<file path="src/btd_pkg.sv">
// ----------------------------------------------------------------------------
// btd_pkg
// Shared types, constants and the byte-level reverse map for the text decoder.
// ----------------------------------------------------------------------------
package btd_pkg;

    // job queue between front and back
    localparam int QDEPTH = 4;
    localparam int QAW    = 2;

    // sequence length codes, zero means no sequence open
    localparam logic [2:0] LEN_NONE = 3'd0;
    localparam logic [2:0] LEN_ONE  = 3'd1;
    localparam logic [2:0] LEN_TWO  = 3'd2;
    localparam logic [2:0] LEN_THR  = 3'd3;
    localparam logic [2:0] LEN_FOUR = 3'd4;

    // table code point bounds
    localparam logic [10:0] CP_MIN_CANON = 11'h080;
    localparam logic [10:0] CP_LAT_LO    = 11'h0A1;
    localparam logic [10:0] CP_LAT_HI    = 11'h0AC;
    localparam logic [10:0] CP_LAT2_LO   = 11'h0AE;
    localparam logic [10:0] CP_LAT2_HI   = 11'h0FF;
    localparam logic [10:0] CP_SHIFT_LO  = 11'd256;
    localparam logic [10:0] CP_SHIFT_HI  = 11'd323;

    // one block of result bytes, last_idx is the index of the final byte
    typedef struct packed {
        logic [3:0][7:0] bytes;
        logic [1:0]      last_idx;
    } job_t;

    // front to queue write
    typedef struct packed {
        logic valid;
        job_t job;
    } push_t;

    // queue status toward front and back
    typedef struct packed {
        logic           empty;
        logic           full;
        logic [QAW:0]   fill;
    } qstat_t;

    typedef struct packed {
        logic       hit;
        logic [7:0] value;
    } unmap_t;

    // sequence length from the lead byte
    function automatic logic [2:0] lead_length(input logic [7:0] b);
        logic [2:0] len;
        if (!b[7]) begin
            len = LEN_ONE;
        end else if (b[7:5] == 3'b110) begin
            len = LEN_TWO;
        end else if (b[7:4] == 4'b1110) begin
            len = LEN_THR;
        end else begin
            len = LEN_FOUR;
        end
        return len;
    endfunction

    // decode a two-byte sequence and map it back through the byte table
    function automatic unmap_t unmap_two(input logic [7:0] b0, input logic [7:0] b1);
        unmap_t     r;
        logic [10:0] cp;
        logic [10:0] idx_w;
        logic [6:0]  idx;
        r.hit   = 1'b0;
        r.value = 8'h00;
        cp      = {b0[4:0], b1[5:0]};
        idx_w   = cp - CP_SHIFT_LO;
        idx     = idx_w[6:0];
        if (cp >= CP_MIN_CANON && b1[7:6] == 2'b10) begin
            if ((cp >= CP_LAT_LO && cp <= CP_LAT_HI) ||
                (cp >= CP_LAT2_LO && cp <= CP_LAT2_HI)) begin
                r.hit   = 1'b1;
                r.value = cp[7:0];
            end else if (cp >= CP_SHIFT_LO && cp <= CP_SHIFT_HI) begin
                r.hit = 1'b1;
                // control range, then delete through nbsp, then soft hyphen
                if (idx < 7'd33) begin
                    r.value = {1'b0, idx};
                end else if (idx < 7'd67) begin
                    r.value = 8'h7F + ({1'b0, idx} - 8'd33);
                end else begin
                    r.value = 8'hAD;
                end
            end
        end
        return r;
    endfunction

endpackage

</file>
<file path="src/btd_front.sv">
// ----------------------------------------------------------------------------
// btd_front
// Gathers UTF-8 sequences and turns each finished one into a job of result
// bytes for the queue.
// ----------------------------------------------------------------------------
module btd_front import btd_pkg::*; (
    input  logic       aclk,
    input  logic       aresetn,
    input  logic       accept,
    input  logic [7:0] in_byte,
    input  logic       end_of_text,
    output push_t      push
);

    logic [0:2][7:0] held_reg, held_next;
    logic [2:0]      len_reg, len_next;
    logic [1:0]      cnt_reg, cnt_next;

    logic [3:0][7:0] raw;
    logic [2:0]      lead;
    logic            complete;
    unmap_t          um;

    // candidate raw bytes, the current byte follows the held ones
    always_comb begin
        raw[0] = held_reg[0];
        raw[1] = (cnt_reg > 2'd1) ? held_reg[1] : in_byte;
        raw[2] = (cnt_reg > 2'd2) ? held_reg[2] : in_byte;
        raw[3] = in_byte;
    end

    assign lead     = lead_length(in_byte);
    assign complete = (({1'b0, cnt_reg} + 3'd1) >= len_reg);
    assign um       = unmap_two(held_reg[0], in_byte);

    // sequence assembly
    always_comb begin
        held_next = held_reg;
        len_next  = len_reg;
        cnt_next  = cnt_reg;
        push      = '0;
        if (accept) begin
            if (len_reg == LEN_NONE) begin
                if (lead == LEN_ONE || end_of_text) begin
                    push.valid             = 1'b1;
                    push.job.bytes[0]      = in_byte;
                    push.job.last_idx      = 2'd0;
                end else begin
                    held_next[0] = in_byte;
                    cnt_next     = 2'd1;
                    len_next     = lead;
                end
            end else if (complete) begin
                len_next   = LEN_NONE;
                cnt_next   = 2'd0;
                push.valid = 1'b1;
                if (len_reg == LEN_TWO && um.hit) begin
                    push.job.bytes[0] = um.value;
                    push.job.last_idx = 2'd0;
                end else begin
                    push.job.bytes    = raw;
                    push.job.last_idx = cnt_reg;
                end
            end else if (end_of_text) begin
                // flush the unfinished sequence raw
                len_next          = LEN_NONE;
                cnt_next          = 2'd0;
                push.valid        = 1'b1;
                push.job.bytes    = raw;
                push.job.last_idx = cnt_reg;
            end else begin
                held_next[cnt_reg] = in_byte;
                cnt_next           = cnt_reg + 2'd1;
            end
        end
    end

    // state registers
    always_ff @(posedge aclk) begin
        if (!aresetn) begin
            len_reg <= LEN_NONE;
            cnt_reg <= 2'd0;
        end else begin
            len_reg <= len_next;
            cnt_reg <= cnt_next;
        end
        held_reg <= held_next;
    end

endmodule

</file>
<file path="src/btd_fifo.sv">
// ----------------------------------------------------------------------------
// btd_fifo
// Short job queue that decouples the front from the output side.
// ----------------------------------------------------------------------------
module btd_fifo import btd_pkg::*; (
    input  logic   aclk,
    input  logic   aresetn,
    input  push_t  push,
    input  logic   pop,
    output job_t   head,
    output qstat_t stat
);

    job_t           mem [QDEPTH];
    logic [QAW-1:0] wr_reg, wr_next;
    logic [QAW-1:0] rd_reg, rd_next;
    logic [QAW:0]   fill_reg, fill_next;

    // pointer and fill update
    always_comb begin
        wr_next   = wr_reg;
        rd_next   = rd_reg;
        fill_next = fill_reg;
        if (push.valid) begin
            wr_next = wr_reg + 1'b1;
        end
        if (pop) begin
            rd_next = rd_reg + 1'b1;
        end
        case ({push.valid, pop})
            2'b10:   fill_next = fill_reg + 1'b1;
            2'b01:   fill_next = fill_reg - 1'b1;
            default: fill_next = fill_reg;
        endcase
    end

    always_ff @(posedge aclk) begin
        if (!aresetn) begin
            wr_reg   <= '0;
            rd_reg   <= '0;
            fill_reg <= '0;
        end else begin
            wr_reg   <= wr_next;
            rd_reg   <= rd_next;
            fill_reg <= fill_next;
        end
    end

    // storage
    always_ff @(posedge aclk) begin
        if (push.valid) begin
            mem[wr_reg] <= push.job;
        end
    end

    assign head       = mem[rd_reg];
    assign stat.empty = (fill_reg == '0);
    assign stat.full  = (fill_reg == QDEPTH[QAW:0]);
    assign stat.fill  = fill_reg;

endmodule

</file>
<file path="src/btd_back.sv">
// ----------------------------------------------------------------------------
// btd_back
// Sends the bytes of queued jobs one item per cycle while m_tready is high.
// ----------------------------------------------------------------------------
module btd_back import btd_pkg::*; (
    input  logic       aclk,
    input  logic       aresetn,
    input  job_t       head,
    input  qstat_t     stat,
    output logic       pop,
    output logic       m_tvalid,
    input  logic       m_tready,
    output logic [7:0] m_tdata,
    output logic       m_tlast
);

    logic       busy_reg, busy_next;
    job_t       job_reg, job_next;
    logic [1:0] idx_reg, idx_next;
    logic       last;

    assign last = (idx_reg == job_reg.last_idx);

    // load the next job when idle or when the final byte leaves
    assign pop = !stat.empty && (!busy_reg || (m_tready && last));

    always_comb begin
        busy_next = busy_reg;
        job_next  = job_reg;
        idx_next  = idx_reg;
        if (pop) begin
            busy_next = 1'b1;
            job_next  = head;
            idx_next  = 2'd0;
        end else if (busy_reg && m_tready) begin
            if (last) begin
                busy_next = 1'b0;
            end else begin
                idx_next = idx_reg + 2'd1;
            end
        end
    end

    always_ff @(posedge aclk) begin
        if (!aresetn) begin
            busy_reg <= 1'b0;
            idx_reg  <= 2'd0;
        end else begin
            busy_reg <= busy_next;
            idx_reg  <= idx_next;
        end
        job_reg <= job_next;
    end

    assign m_tvalid = busy_reg;
    assign m_tdata  = job_reg.bytes[idx_reg];
    assign m_tlast  = last;

endmodule

</file>
<file path="src/byte_level_text_decoder.sv">
// ----------------------------------------------------------------------------
// byte_level_text_decoder
// Reverse byte map of byte-level BPE text: UTF-8 sequences back to bytes.
// ----------------------------------------------------------------------------
// Input items are text bytes on s_tdata; s_tlast marks the final byte of the
// text and flushes an unfinished sequence raw. Each output item is one byte
// on m_tdata; m_tlast marks the last byte caused by one input item.
// A single input byte gives zero to four output bytes.
// Throughput: one input item per cycle while the job queue has room; the
// output side sends one byte per cycle while m_tready is high, so the
// four-entry job queue absorbs input while a raw flush of n bytes goes out.
// The first byte of a job passes through the job queue and then the output
// job register before it is valid on m_tdata.
// When m_tready is low, bytes wait in the output register and the queue;
// s_tready falls only once the queue holds four jobs.
// Reset clears the open sequence, the queue and the output valid state; the
// block takes items from the first cycle after reset.
// ----------------------------------------------------------------------------
module byte_level_text_decoder import btd_pkg::*; (
    input  logic       aclk,
    input  logic       aresetn,
    input  logic       s_tvalid,
    output logic       s_tready,
    input  logic [7:0] s_tdata,   // [7:0] in_byte
    input  logic       s_tlast,   // end_of_text
    output logic       m_tvalid,
    input  logic       m_tready,
    output logic [7:0] m_tdata,   // [7:0] out_byte
    output logic       m_tlast    // run_last
);

    logic   accept;
    push_t  push;
    job_t   head;
    qstat_t stat;
    logic   pop;

    assign s_tready = !stat.full;
    assign accept   = s_tvalid && s_tready;

    btd_front u_front (
        .aclk        (aclk),
        .aresetn     (aresetn),
        .accept      (accept),
        .in_byte     (s_tdata),
        .end_of_text (s_tlast),
        .push        (push)
    );

    btd_fifo u_fifo (
        .aclk    (aclk),
        .aresetn (aresetn),
        .push    (push),
        .pop     (pop),
        .head    (head),
        .stat    (stat)
    );

    btd_back u_back (
        .aclk     (aclk),
        .aresetn  (aresetn),
        .head     (head),
        .stat     (stat),
        .pop      (pop),
        .m_tvalid (m_tvalid),
        .m_tready (m_tready),
        .m_tdata  (m_tdata),
        .m_tlast  (m_tlast)
    );

    // queue never overfills
    a_fill_bound: assert property (@(posedge aclk) disable iff (!aresetn)
        stat.fill <= QDEPTH[QAW:0])
        else $error("job queue fill above depth");

    // a job is only taken from a non-empty queue
    a_pop_nonempty: assert property (@(posedge aclk) disable iff (!aresetn)
        pop |-> !stat.empty)
        else $error("pop from empty job queue");

    // with nothing queued, the final byte of a job leaves the output idle
    a_drain_idle: assert property (@(posedge aclk) disable iff (!aresetn)
        (m_tvalid && m_tready && m_tlast && stat.empty) |=> !m_tvalid)
        else $error("output valid without a queued job");

endmodule

</file>
<file path="config.mk">
export PLATFORM = sky130hd
export DESIGN_NAME = byte_level_text_decoder
export DESIGN_NICKNAME = d
export VERILOG_FILES = /design/src/btd_pkg.sv /design/src/btd_front.sv /design/src/btd_fifo.sv /design/src/btd_back.sv /design/src/byte_level_text_decoder.sv
export SDC_FILE = /design/constraint.sdc
export NUM_CORES = 1
export LEC_CHECK = 0
export BUFFER_PORTS_ARGS = -buffer_cell sky130_fd_sc_hd__buf_2
export CAP_MARGIN = 0
export CORE_MARGIN = 2
export CORE_UTILIZATION = 45
export DETAILED_ROUTE_END_ITERATION = 10
export PLACE_DENSITY_LB_ADDON = 0.2
export SYNTH_ARGS = -nofsm -noshare
export SYNTH_HDL_FRONTEND = slang
export SYNTH_SLANG_ARGS = --single-unit
export TNS_END_PERCENT = 1
</file>
<file path="constraint.sdc">
create_clock -name aclk -period 4.9 [get_ports aclk]
set_clock_uncertainty 0.05 [all_clocks]
set_input_delay 0.49 -clock aclk [delete_from_list [all_inputs] [get_ports aclk]]
set_output_delay 0.49 -clock aclk [all_outputs]
set_load 0.03 [all_outputs]
</file>
==> results of run 1 <==
==> stage by stage <==
step | utilization (%) | worst slack, ns | std cells | area, um^2 | hold WS, ns
after floorplan | - | 0.529 | 531 | 8910 | 0.418
after global placement | 47.9 | 1.44 | 802 | 9320 | 0.431
after detailed placement | 47.9 | 1.29 | 802 | 9320 | 0.444
after CTS | 51.5 | 1.24 | 840 | 10000 | 0.281
after global routing | 51.5 | 1.06 | 840 | 10000 | 0.297
final | 51.5 | 1.28 | 840 | 10000 | 0.302
==> cell usage after synthesis, types with 3 or more instances <==
library cell and n:
a211o_1 4, a211oi_1 3, a21boi_0 5, a21oi_1 14
a22oi_1 4, and2_1 16, and3_1 3, buf_1 3
buf_2 8, clkbuf_1 13, dfxtp_1 15, edfxtp_1 194
ha_1 16, inv_1 17, mux2i_1 16, mux4_2 42
nand2_1 23, nand2b_1 3, nand3_1 8, nand4_1 4
nor2_1 36, nor2b_1 10, nor3_1 5, o2111ai_1 3
o211ai_1 4, o21ai_0 12, xnor2_1 3, xor2_1 5
==> metal layers <==
| metal | vias up | part of all wire, % | routed length (um) | track usage, % |
|---|---|---|---|---|
| met5 | - | 0 | 0 | 0 |
| met2 | 119 | 49 | 8640 | 29.1 |
| met4 | 0 | 1.8 | 310 | 4.70 |
| met3 | 28 | 3.9 | 687 | 2.24 |
| li1 | 2141 | - | - | - |
| met1 | 2443 | 45 | 7880 | 24.9 |
==> worst min path at each step <==
| stage | from | endpoint | slack [ns] | cells after the start |
|---|---|---|---|---|
| after global routing | s_tdata[7] | u_front.held_reg[7] | 0.30 | 1 |
| after detailed placement | u_fifo.wr_reg[1] | u_fifo.wr_reg[1] | 0.44 | 2 |
| after CTS | s_tdata[7] | u_front.held_reg[7] | 0.28 | 1 |
| after global placement | u_fifo.wr_reg[1] | u_fifo.wr_reg[1] | 0.43 | 2 |
| after floorplan | u_fifo.wr_reg[1] | u_fifo.wr_reg[1] | 0.42 | 2 |
| final | s_tdata[7] | u_front.held_reg[7] | 0.30 | 1 |
==> logic make-up after synthesis <==
kind of cell,count (synthesis),share of synthesized area [%]
buffers and inverters,44,2.18
muxes,58,12.4
DFF,209,68.7
AOI/OAI and AO/OA,69,5.83
adders and majority gates,17,2.47
xor gates and xnor gates,8,0.786
and+or+nand+nor,126,7.61
==> worst max-delay path, cell delays in order, from the launching register on <==
cell	delay [ns]
dfxtp_1	0.45
ha_1	0.61
ha_1	0.37
a21o_1	0.23
o21ai_0	0.25
a21oi_1	0.24
inv_1	0.12
ha_1	0.19
inv_1	0.06
fa_1	0.37
xor2_1	0.15
or3_1	0.30
a21boi_0	0.16
==> layout make-up <==
| class | count | area share (%) |
|---|---|---|
| Multi-Input combinational cell | 278 | 26.0 |
| Sequential cell | 209 | 61.1 |
| Inverter | 17 | 0.636 |
| Clock inverter | 13 | 1.19 |
| Tap cell | 265 | 3.31 |
| Timing Repair Buffer | 33 | 1.90 |
| Clock buffer | 25 | 5.91 |
==> power by group through the flow <==
| stage | registers (W) | clock network (W) | logic [W] |
|---|---|---|---|
| finish | 0.00246 | 0.00162 | 0.00100 |
| global route | 0.00249 | 0.00173 | 0.00110 |
| CTS | 0.00247 | 0.00166 | 0.00103 |
| detailed placement | 0.00251 | 0 | 0.00103 |
| global placement | 0.00249 | 0 | 0.00101 |
| floorplan | 0.00244 | 0 | 0.000775 |
==> run_results.csv, run 1 <==
group,metric,value,unit
status,run_status,"finished clean",
pwr,power_density,507,nW/um^2
clocking,cts_buffers,22,
pwr,p_seq_share,48.4,%
route,ant_nets,0,
logic_synthesis,ys_seq_elements,209,
timing,layout_min_cycle_time,3.62,ns
setup_path,cp_data_arrival_time,4.00,ns
clocking,postCtsSetupBuffers,0,
die,rows,51,
final_layout,register_area,6130,um^2
die,ios,24,
clocking,cts_root_buffer,"clkbuf_16",
pwr,p_total,0.00508,W
route,drt-wirelength-per-cell,20.9,um
setup_path,setup.worst_path.end,"u_fifo.fill_reg[2]",
logic_synthesis,syn_inst,531,
grt,grt_pass1_vias,4885,
route,wl,17500,um
logic_synthesis,ys_warn_count,0,
final_layout,fin_nets,591,
route,first_pass_iters,5,
final_layout,final_common_cell,"edfxtp_1",
timing,timing.slew.headroom,32.6,%
placed_design,io_buffers,23,
grt,gr-total-overflow,0,
timing,final_max_slew_viol_count,0,
pwr,p_clk_share,31.9,%
setup_path,critPathRequiredTime,5.28,ns
setup_path,worstReg2RegEnd,"u_fifo.fill_reg[2]",
die,dieArea,20900,um^2
logic_synthesis,yosysTopAreaCellShare,65.4,%
timing,setup_violations,0,
grt,grt_pass1_wl,27800,um
pwr,p_int,0.00371,W
pwr,leakage,3.27,nW
timing,fin_crit_sh,73.9,%
timing,rsz0062_at_grt,"no",
placed_design,globalplace.congestion,0.906,
route,drc,0,
setup_path,r2r_start,"u_front.cnt_reg[0]",
timing,worst-slew-pin-transition,1.01,ns
setup_path,regToRegSetupSlack,1.28,ns
route,vias,4731,
route,vias_per_cell,5.63,
pwr,swShare,27.0,%
setup_path,crit_fanout,9,
final_layout,layout-drive-gt1-share,21.2,%
grt,antenna_found_initial,0,
logic_synthesis,dominantRegCellSynth,"edfxtp_1",
final_layout,syn_to_final_growth,12.5,%
logic_synthesis,syn_nets,561,
setup_path,crit_path_end_kind,"flip-flop",
clocking,cts.clk_slew.worst_paths,0.06,ns
logic_synthesis,ys_types,64,
pwr,p_sw,0.00137,W
die,start_util,45.8,%
clocking,postCtsHoldBufs,0,
clocking,cts.sinks,209,
grt,grt_util_all_layers,17.6,%
worst_hold_path,hold_class,"in -> reg",
logic_synthesis,async_flop_share,0,%
flow_run,cap_viol_max_count,0,
setup_path,critical_path_class,"reg -> reg",
clocking,cts_buffer_depth,3,
clocking,cts_resized,0,
final_layout,final_cell_mix,"194 x edfxtp_1, 42 x mux4_2, 36 x nor2_1",
grt,grt_max_degree,38,
timing,max_freq,276,MHz
timing,hold_viol,0,
logic_synthesis,synth_seq_area_share,68.7,%
logic_synthesis,netlist_top_cells_area,"edfxtp_1 65%, mux4_2 11%, dfxtp_1 3.4%",
logic_synthesis,synth_top_cell_by_area,"edfxtp_1",
pwr,pwr-share-comb,19.7,%
clocking,cts_tree,"done",
route,initialDrtViolationCount,336,
die,fp.dieW,145,um
clocking,clkLatencyLatePin,0.50,ns
clocking,htreeDepth,1,
logic_synthesis,avgSynthCellArea,16.8,um^2
final_layout,multi_input_area,2610,um^2
final_layout,largest_reg_flops,136,
final_layout,antennaDiodeCount,0,
final_layout,nFillCells,1601,
pwr,irDropWorstVdd,0.000265,V
logic_synthesis,synth_area,8910,um^2
logic_synthesis,synth-edff-count,194,
timing,setup_tns,0,ns
die,die_h,145,um
setup_path,r2r_cells,12,
setup_path,startpoint_type,"flip-flop",
setup_path,crit_start,"u_front.cnt_reg[0]",
die,core-area,19500,um^2
placed_design,dpl.hpwl,11100,um
(Power assumes the default switching activity.)
==> inputs of run 2 (changes only) <==
Clock period 4.9 ns to 3.5 ns, I/O delays scaled along.
==> run_results.csv, run 2 (synthesis results as in run 1) <==
group,metric,value,unit
timing,setup_tns,0,ns
placed_design,dpl.hpwl,11300,um
pwr,irDropWorstVdd,0.000300,V
clocking,cts_buffer_depth,3,
pwr,pwr-share-comb,20.3,%
pwr,p_clk_share,32.3,%
final_layout,syn_to_final_growth,14.7,%
setup_path,startpoint_type,"flip-flop",
die,die_h,145,um
final_layout,fin_nets,603,
worst_hold_path,hold_class,"in -> reg",
pwr,p_sw,0.00193,W
pwr,p_int,0.00533,W
placed_design,globalplace.congestion,0.916,
clocking,cts_buffers,22,
pwr,p_total,0.00726,W
final_layout,layout-drive-gt1-share,22.8,%
clocking,htreeDepth,1,
die,fp.dieW,145,um
clocking,cts.sinks,209,
final_layout,register_area,6130,um^2
setup_path,critical_path_class,"reg -> reg",
setup_path,regToRegSetupSlack,0.27,ns
route,initialDrtViolationCount,388,
final_layout,final_cell_mix,"194 x edfxtp_1, 42 x mux4_2, 36 x nor2_1",
final_layout,nFillCells,1568,
grt,grt_util_all_layers,17.9,%
final_layout,multi_input_area,2610,um^2
die,start_util,45.8,%
timing,layout_min_cycle_time,3.23,ns
clocking,cts.clk_slew.worst_paths,0.06,ns
setup_path,slowest_stage,"dfxtp_2",
grt,grt_max_degree,38,
route,vias,4687,
die,dieArea,20900,um^2
route,first_pass_iters,4,
flow_run,cap_viol_max_count,0,
grt,grt_pass1_vias,4885,
setup_path,cpPeakStageDelay,0.39,ns
setup_path,critical_path_buf_inv_count,3,
final_layout,antennaDiodeCount,0,
setup_path,critPathRequiredTime,3.86,ns
clocking,cts_root_buffer,"clkbuf_16",
clocking,postCtsHoldBufs,0,
timing,setup_violations,0,
timing,rsz0062_at_grt,"no",
final_layout,largest_reg_flops,136,
grt,grt_pass1_wl,27800,um
route,vias_per_cell,5.49,
worst_hold_path,hold_depth,1,
placed_design,io_buffers,23,
clocking,clkLatencyLatePin,0.49,ns
die,rows,51,
setup_path,critical_path_depth,14,
timing,final_max_slew_viol_count,0,
timing,max_freq,309,MHz
die,core-area,19500,um^2
pwr,swShare,26.6,%
setup_path,crit_fanout,7,
route,ant_nets,0,
pwr,p_seq_share,47.4,%
route,drt-wirelength-per-cell,20.9,um
clocking,cts_tree,"done",
timing,hold_viol,0,
timing,worst-slew-pin-transition,0.885,ns
final_layout,final_common_cell,"edfxtp_1",
setup_path,path_delay_family,"adder cells",
pwr,leakage,3.36,nW
route,drc,0,
grt,gr-total-overflow,0,
route,wl,17900,um
timing,timing.slew.headroom,40.9,%
setup_path,r2r_cells,14,
grt,antenna_found_initial,0,
pwr,power_density,710,nW/um^2
timing,fin_crit_sh,92.4,%
setup_path,path_cells,"inv_1 > ha_1 > ha_1 > a21o_1 > a21o_1 > o21ai_0 > a21oi_1 > inv_1 > ha_1 > inv_1 > fa_1 > xor2_1 > or3_1 > a21boi_0",
status,run_status,"finished clean",
die,ios,24,
setup_path,cp_data_arrival_time,3.60,ns
setup_path,crit_path_end_kind,"flip-flop",
run 2: cell count changes in the layout (fill, tap and decap cells not counted), sizes merged:
cell,previous run,this run
clkbuf,25,31
buf,33,45
clkinv,10,5
bufinv,2,3
run 2: layer usage:
layer	global-route usage, %	vias up	share of wire [%]
li1	-	2170	-
met1	24.8	2405	45
met2	30.3	87	50
met3	2.30	25	3.4
met4	4.65	0	1.8
met5	0	-	0
run 2: power groups by stage:
stage / registers, W / logic, W / clock network, W
2_1_floorplan: 0.00340 / 0.00110 / 0
3_3_place_gp: 0.00349 / 0.00148 / 0
3_5_place_dp: 0.00350 / 0.00151 / 0
4_1_cts: 0.00345 / 0.00151 / 0.00238
5_1_grt: 0.00349 / 0.00162 / 0.00248
6_report: 0.00344 / 0.00148 / 0.00234
run 2: area by class of cell:
class,instances,share of cell area (%)
flip-flops and latches,209,60.0
multi-input cells,278,25.5
clock buffers,31,6.02
repair buffers,45,3.48
well taps,265,3.24
clock inverters,9,1.18
inverters,17,0.624
run 2: worst paths after layout:
check / to / from
setup reg to reg: u_fifo.fill_reg[2] / u_front.cnt_reg[0]
hold / removal: u_front.held_reg[7] / s_tdata[7]
setup / recovery: u_fifo.fill_reg[2] / u_front.cnt_reg[0]
hold reg to reg: u_fifo.wr_reg[1] / u_fifo.wr_reg[1]
run 2: timing repair:
action / CTS / global route
buffers inserted: 0 / 0
endpoints found under the setup margin: 0 / 1
gates resized for setup: 0 / 1
hold endpoints to repair: 0 / 0
run 2: stage by stage:
| step | utilization (%) | hold WS [ns] | instances | cell area [um^2] | setup slack, ns |
|---|---|---|---|---|---|
| 2_1_floorplan | - | 0.399 | 531 | 8920 | 0.314 |
| 3_3_place_gp | 48.7 | 0.426 | 814 | 9480 | 0.339 |
| 3_5_place_dp | 48.7 | 0.442 | 814 | 9480 | 0.200 |
| 4_1_cts | 52.5 | 0.164 | 854 | 10200 | 0.177 |
| 5_1_grt | 52.5 | 0.169 | 854 | 10200 | 0.0573 |
| 6_report | 52.5 | 0.178 | 854 | 10200 | 0.265 |
run 2: worst register-to-register path, cell delays in order (launching register included):
cell and delay, ns:
dfxtp_2 0.39, inv_1 0.10, ha_1 0.32, ha_1 0.28, a21o_1 0.17, a21o_1 0.24, o21ai_0 0.18, a21oi_1 0.11
inv_1 0.08, ha_1 0.18, inv_1 0.06, fa_1 0.37, xor2_1 0.16, or3_1 0.30, a21boi_0 0.18
